**config.mk**
```make
export PLATFORM = sky130hd
export DESIGN_NAME = dtm_ctrl
export DESIGN_NICKNAME = d
export VERILOG_FILES = /design/src/rtl/core/dtm_pkg.sv /design/src/rtl/core/dtm_ctrl.sv
export SDC_FILE = /design/constraint.sdc
export NUM_CORES = 1
export LEC_CHECK = 0
export ABC_AREA = 1
export BUFFER_PORTS_ARGS = -buffer_cell sky130_fd_sc_hd__buf_2
export CAP_MARGIN = 20
export CORE_AREA = 4 4 41 43
export CTS_CLUSTER_SIZE = 20
export DETAILED_ROUTE_END_ITERATION = 7
export DIE_AREA = 0 0 45 47
export GPL_ROUTABILITY_DRIVEN = 0
export GPL_TIMING_DRIVEN = 0
export PLACE_DENSITY_LB_ADDON = 0.25
export SYNTH_ARGS = -nofsm -noshare
export SYNTH_HDL_FRONTEND = slang
export SYNTH_SLANG_ARGS = --single-unit
```
**constraint.sdc**
```tcl
create_clock -name clk -period 1.1 [get_ports clk]
set_input_delay 0.055 -clock clk [delete_from_list [all_inputs] [get_ports clk]]
set_output_delay 0.055 -clock clk [all_outputs]
set_load 0.005 [all_outputs]
```
**src/rtl/core/dtm_pkg.sv**
```systemverilog
package dtm_pkg;

  localparam int SAMPLE_W      = 24;
  localparam int CFG_W         = 9;
  localparam int CFG_IDX_W     = 1;
  localparam int INTENS_W      = 8;
  localparam int STATUS_W      = 2;
  localparam int QUOT_W        = 8;
  localparam int DIV_STEP_W    = 3;

  localparam int MAX_WIDTH_DEF  = 256;
  localparam int MAX_HEIGHT_DEF = 256;
  localparam int DEPTH_BITS_DEF = 24;

  localparam logic [CFG_W-1:0] FRAME_DIM_RST = 9'd256;

  localparam logic [CFG_IDX_W-1:0] REG_FRAME_WIDTH  = 1'b0;
  localparam logic [CFG_IDX_W-1:0] REG_FRAME_HEIGHT = 1'b1;

  localparam logic [STATUS_W-1:0] ST_OK         = 2'd0;
  localparam logic [STATUS_W-1:0] ST_NOT_LOADED = 2'd1;
  localparam logic [STATUS_W-1:0] ST_ALL_READ   = 2'd2;

  localparam int GAIN   = 223;
  localparam int OFFSET = 32;

  typedef struct packed {
    logic                  load;
    logic                  sub;
    logic                  mul;
    logic                  div;
    logic [DIV_STEP_W-1:0] div_bit;
    logic                  emit;
    logic [STATUS_W-1:0]   status;
  } dtm_cmd_t;

  typedef struct packed {
    logic frame_full;
    logic all_read;
    logic out_busy;
  } dtm_stat_t;

endpackage

```
**src/rtl/core/dtm_ctrl.sv**
```systemverilog
module dtm_ctrl (
  input  logic             clk,
  input  logic             rst_n,
  input  logic             in_tvalid,
  input  logic             in_mode,
  output logic             in_tready,
  input  dtm_pkg::dtm_stat_t stat,
  output dtm_pkg::dtm_cmd_t  cmd
);

  typedef enum logic [2:0] {
    S_IDLE,
    S_SUB,
    S_MUL,
    S_DIV,
    S_EMIT
  } state_t;

  state_t                               state_r, state_nxt;
  logic [dtm_pkg::DIV_STEP_W-1:0]       div_bit_r, div_bit_nxt;
  logic [dtm_pkg::STATUS_W-1:0]         status_r, status_nxt;
  logic                                 accept;

  assign in_tready = (state_r == S_IDLE);
  assign accept    = in_tvalid && (state_r == S_IDLE);

  always_comb begin
    state_nxt   = state_r;
    div_bit_nxt = div_bit_r;
    status_nxt  = status_r;
    cmd         = '0;
    case (state_r)
      S_IDLE: begin
        if (accept) begin
          if (!in_mode) begin
            cmd.load = 1'b1;
          end else if (!stat.frame_full) begin
            status_nxt = dtm_pkg::ST_NOT_LOADED;
            state_nxt  = S_EMIT;
          end else if (stat.all_read) begin
            status_nxt = dtm_pkg::ST_ALL_READ;
            state_nxt  = S_EMIT;
          end else begin
            status_nxt = dtm_pkg::ST_OK;
            state_nxt  = S_SUB;
          end
        end
      end
      S_SUB: begin
        cmd.sub   = 1'b1;
        state_nxt = S_MUL;
      end
      S_MUL: begin
        cmd.mul     = 1'b1;
        div_bit_nxt = '1;
        state_nxt   = S_DIV;
      end
      S_DIV: begin
        cmd.div     = 1'b1;
        cmd.div_bit = div_bit_r;
        div_bit_nxt = div_bit_r - 1'b1;
        if (div_bit_r == '0) begin
          state_nxt = S_EMIT;
        end
      end
      S_EMIT: begin
        if (!stat.out_busy) begin
          cmd.emit  = 1'b1;
          state_nxt = S_IDLE;
        end
      end
      default: begin
        state_nxt = S_IDLE;
      end
    endcase
    cmd.status = status_r;
  end

  always_ff @(posedge clk) begin
    if (!rst_n) begin
      state_r   <= S_IDLE;
      div_bit_r <= '0;
      status_r  <= dtm_pkg::ST_OK;
    end else begin
      state_r   <= state_nxt;
      div_bit_r <= div_bit_nxt;
      status_r  <= status_nxt;
    end
  end

endmodule

```
==> results.sh <==
export IMPL_cp_top_family="flip-flops"
export IMPL_p_per_area_nw_per_um2=2820
export IMPL_drt_wl_total_um=1240
export IMPL_reg2reg_setup_slack_ns=0.01
export IMPL_fin_cells=113
export IMPL_fill_cells=123
export IMPL_cp_required_ns=1.04
export IMPL_ys_seq_elements=8
export IMPL_synth_async_sr_flop_share_pct=0
export IMPL_rsz0062_at_grt="yes"
export IMPL_clk_path_buf_depth=2
export IMPL_nets=109
export IMPL_io_buffer_count=17
export IMPL_syn_nets=79
export IMPL_wire_per_inst_um=11.0
export IMPL_crit_path_top_delay_cell="dfxtp_4"
export IMPL_dr_total_vias=545
export IMPL_syn_area_per_cell_um2=6.67
export IMPL_area_delta_synth_final_pct=60.1
export IMPL_maxSlewViolCount=0
export IMPL_p_leak_nw=0.387
export IMPL_holdPathStages=3
export IMPL_relSlewSlack_pct=84.5
export IMPL_rows=13
export IMPL_startpoint_type="flip-flop"
export IMPL_synthCells=70
export IMPL_fin_ws_ns=-0.0941
export IMPL_viasPerCell=4.82
export IMPL_synth_cell_types=18
export IMPL_synth_top_area_share_pct=34.3
export IMPL_die_area_um2=2120
export IMPL_ant_nets=0
export IMPL_cap_violations=0
export IMPL_dpl_worst_slack_ns=-0.0827
export IMPL_start_util_pct=35.9
export IMPL_violations="setup timing"
export IMPL_num_io_pins=18
export IMPL_cpPeakStageDelay_ns=0.38
export IMPL_ys_seq_area_share_pct=34.3
export IMPL_synth_warnings=0
export IMPL_die_h_um=47
export IMPL_overflow=0
export IMPL_crit_chain="nor2_4 -> nand2_2 -> inv_2 -> nand2_1 -> nor2_1 -> buf_2"
export IMPL_holdCritStartpoint="rst_n"
export IMPL_remaining_drc_errors=0
export IMPL_dieWidth_um=45
export IMPL_path_class="reg2out"
export IMPL_fin_skew_ns=0.00376
export IMPL_tightest_slew_ns=0.231
export IMPL_cts_made_buffers=3
export IMPL_synth_common_cells="nand2_1 (16), inv_1 (10), dfxtp_1 (8), nor2_1 (8), nand3_1 (5)"
export IMPL_grt_total_usage_pct=14.0
export IMPL_grt_max_degree=8
export IMPL_htreeDepth=1
export IMPL_core_um2=1300
export IMPL_drive_above_1_share_pct=58.2
export IMPL_grt_pass1_vias=478
export IMPL_fin_crit_sh_pct=109
export IMPL_r2r_end="state_r[2]"
export IMPL_worst_path_stages=6
export IMPL_clk_pin_slew_ns=0.05
export IMPL_synth_top_area_cell="dfxtp_1"
export IMPL_critPathMaxFanout=7
export IMPL_ys_flop_type="dfxtp_1"
export IMPL_cp_arrival_ns=1.14
export IMPL_fin_setup_tns_ns=-0.213
export IMPL_hold_violations=0
export IMPL_clk_latency_ns=0.26
export IMPL_synth_edf_count=0
export IMPL_firstDrtPassIters=6
export IMPL_rr_worst_depth=9
export IMPL_whs_endpoint="state_r[0]"
export IMPL_endpoint_kind="output pin"
export IMPL_synthTopCellsByArea="dfxtp_1 (34%), nand2_1 (13%), inv_1 (8.0%)"
export IMPL_cts_root_buf="clkbuf_4"
export IMPL_place_area_um2=571
export IMPL_path_buf_inv=2
export IMPL_dp_cells=102
export IMPL_max_freq_ghz=0.837
export IMPL_setup_violations=3
export IMPL_antenna_found_initial=0
export IMPL_synth_area_um2=467
export IMPL_cts_tree="built"
export IMPL_status="finished, violations left"
export IMPL_period_needed_ns=1.19
export IMPL_n_antenna_cell=0
export IMPL_drt_iter0_markers=9
export IMPL_worstHoldPathType="in2reg"
export IMPL_grt_pass1_wl_um=2060
export IMPL_clkSinkCount=8
export IMPL_hpwl_um=820
export IMPL_yosysMostFrequentCell="nand2_1"
export IMPL_vdd_ir_drop_max_mv=1.31
export IMPL_fin_area_um2=747
export IMPL_regToRegStartpoint="div_bit_r[0]"
flip-flops by register name, indices dropped and copies added (netlist names):
signal and count:
div_bit_r 3, state_r 3, status_r 2
timing repair:
| item | CTS | global route |
|---|---|---|
| hold buffers | 0 | 0 |
| pin swaps | 3 | 4 |
| gates resized for setup | 23 | 7 |
| setup buffers | 6 | 2 |
| setup endpoints to repair | 12 | 11 |
cells by family (layout without fill, tap and decap cells):
| family | Yosys count | in the layout | synth area share, % |
|---|---|---|---|
| DFF | 8 | 8 | 34.3 |
| AOI/OAI and AO/OA | 8 | 8 | 9.39 |
| buffers and inverters | 13 | 41 | 10.5 |
| adders and majority gates | 2 | 2 | 5.36 |
| and+or+nand+nor | 39 | 39 | 40.5 |
tightest hold or removal path, stage by stage:
cell and delay, ns:
buf_2 0.13, nand2_1 0.07, nor2_1 0.03
layer usage:
| layer | track usage, % | vias to the layer above | share of wire (%) |
|---|---|---|---|
| met3 | 6.51 | 2 | 7.7 |
| li1 | - | 282 | - |
| met1 | 14.7 | 241 | 41 |
| met2 | 23.7 | 20 | 50 |
| met5 | 0 | - | 0 |
| met4 | 7.02 | 0 | 0.89 |
power by group:
group / leakage, nW / switching [W] / internal (W)
Combinational: 0.305 / 0.000660 / 0.000671
Clock: 0.0138 / 0.000101 / 0.000125
Sequential: 0.0683 / 0.000128 / 0.000418
Total: 0.387 / 0.000889 / 0.00121
through the flow:
step	hold WS, ns	total power [W]	utilization [%]
after floorplan	0.140	0.00105	-
after global placement	0.340	0.00125	43.8
after detailed placement	0.345	0.00127	43.8
after CTS	0.0612	0.00192	54.2
after global routing	0.0610	0.00231	57.4
final	0.0708	0.00210	57.4
area by class of cell:
cell class / count / area (um^2) / share of cell area, %
Multi-Input combinational cell: 49 / 329 / 44.1
Sequential cell: 8 / 174 / 23.3
Timing Repair Buffer: 25 / 148 / 19.8
Inverter: 13 / 55.1 / 7.37
Clock buffer: 3 / 22.5 / 3.02
Tap cell: 15 / 18.8 / 2.51
placed cells by master, fill, tap and decap left out, drive strengths merged:
cell type  Yosys  routed
nor3b          1       1
nand3          5       5
nand2         19      19
o21ai          2       2
clkinv         1       1
o22ai          1       1
clkbuf         0       3
nor4           1       1
nor2          12      12
inv           12      12
a21oi          4       4
dfxtp          8       8
a211oi         1       1
buf            0      25
nand4          1       1
ha             2       2
worst max-delay path by stage:
stage                      start          to  slack [ns]
floorplan           div_bit_r[0]  state_r[2]       0.002
global placement    div_bit_r[0]  state_r[2]       -0.08
detailed placement  div_bit_r[0]  state_r[2]       -0.08
CTS                   state_r[1]      cmd[9]       -0.06
global route          state_r[0]      cmd[9]       -0.16
finish                state_r[0]      cmd[9]       -0.09
(Power assumes the default switching activity.)
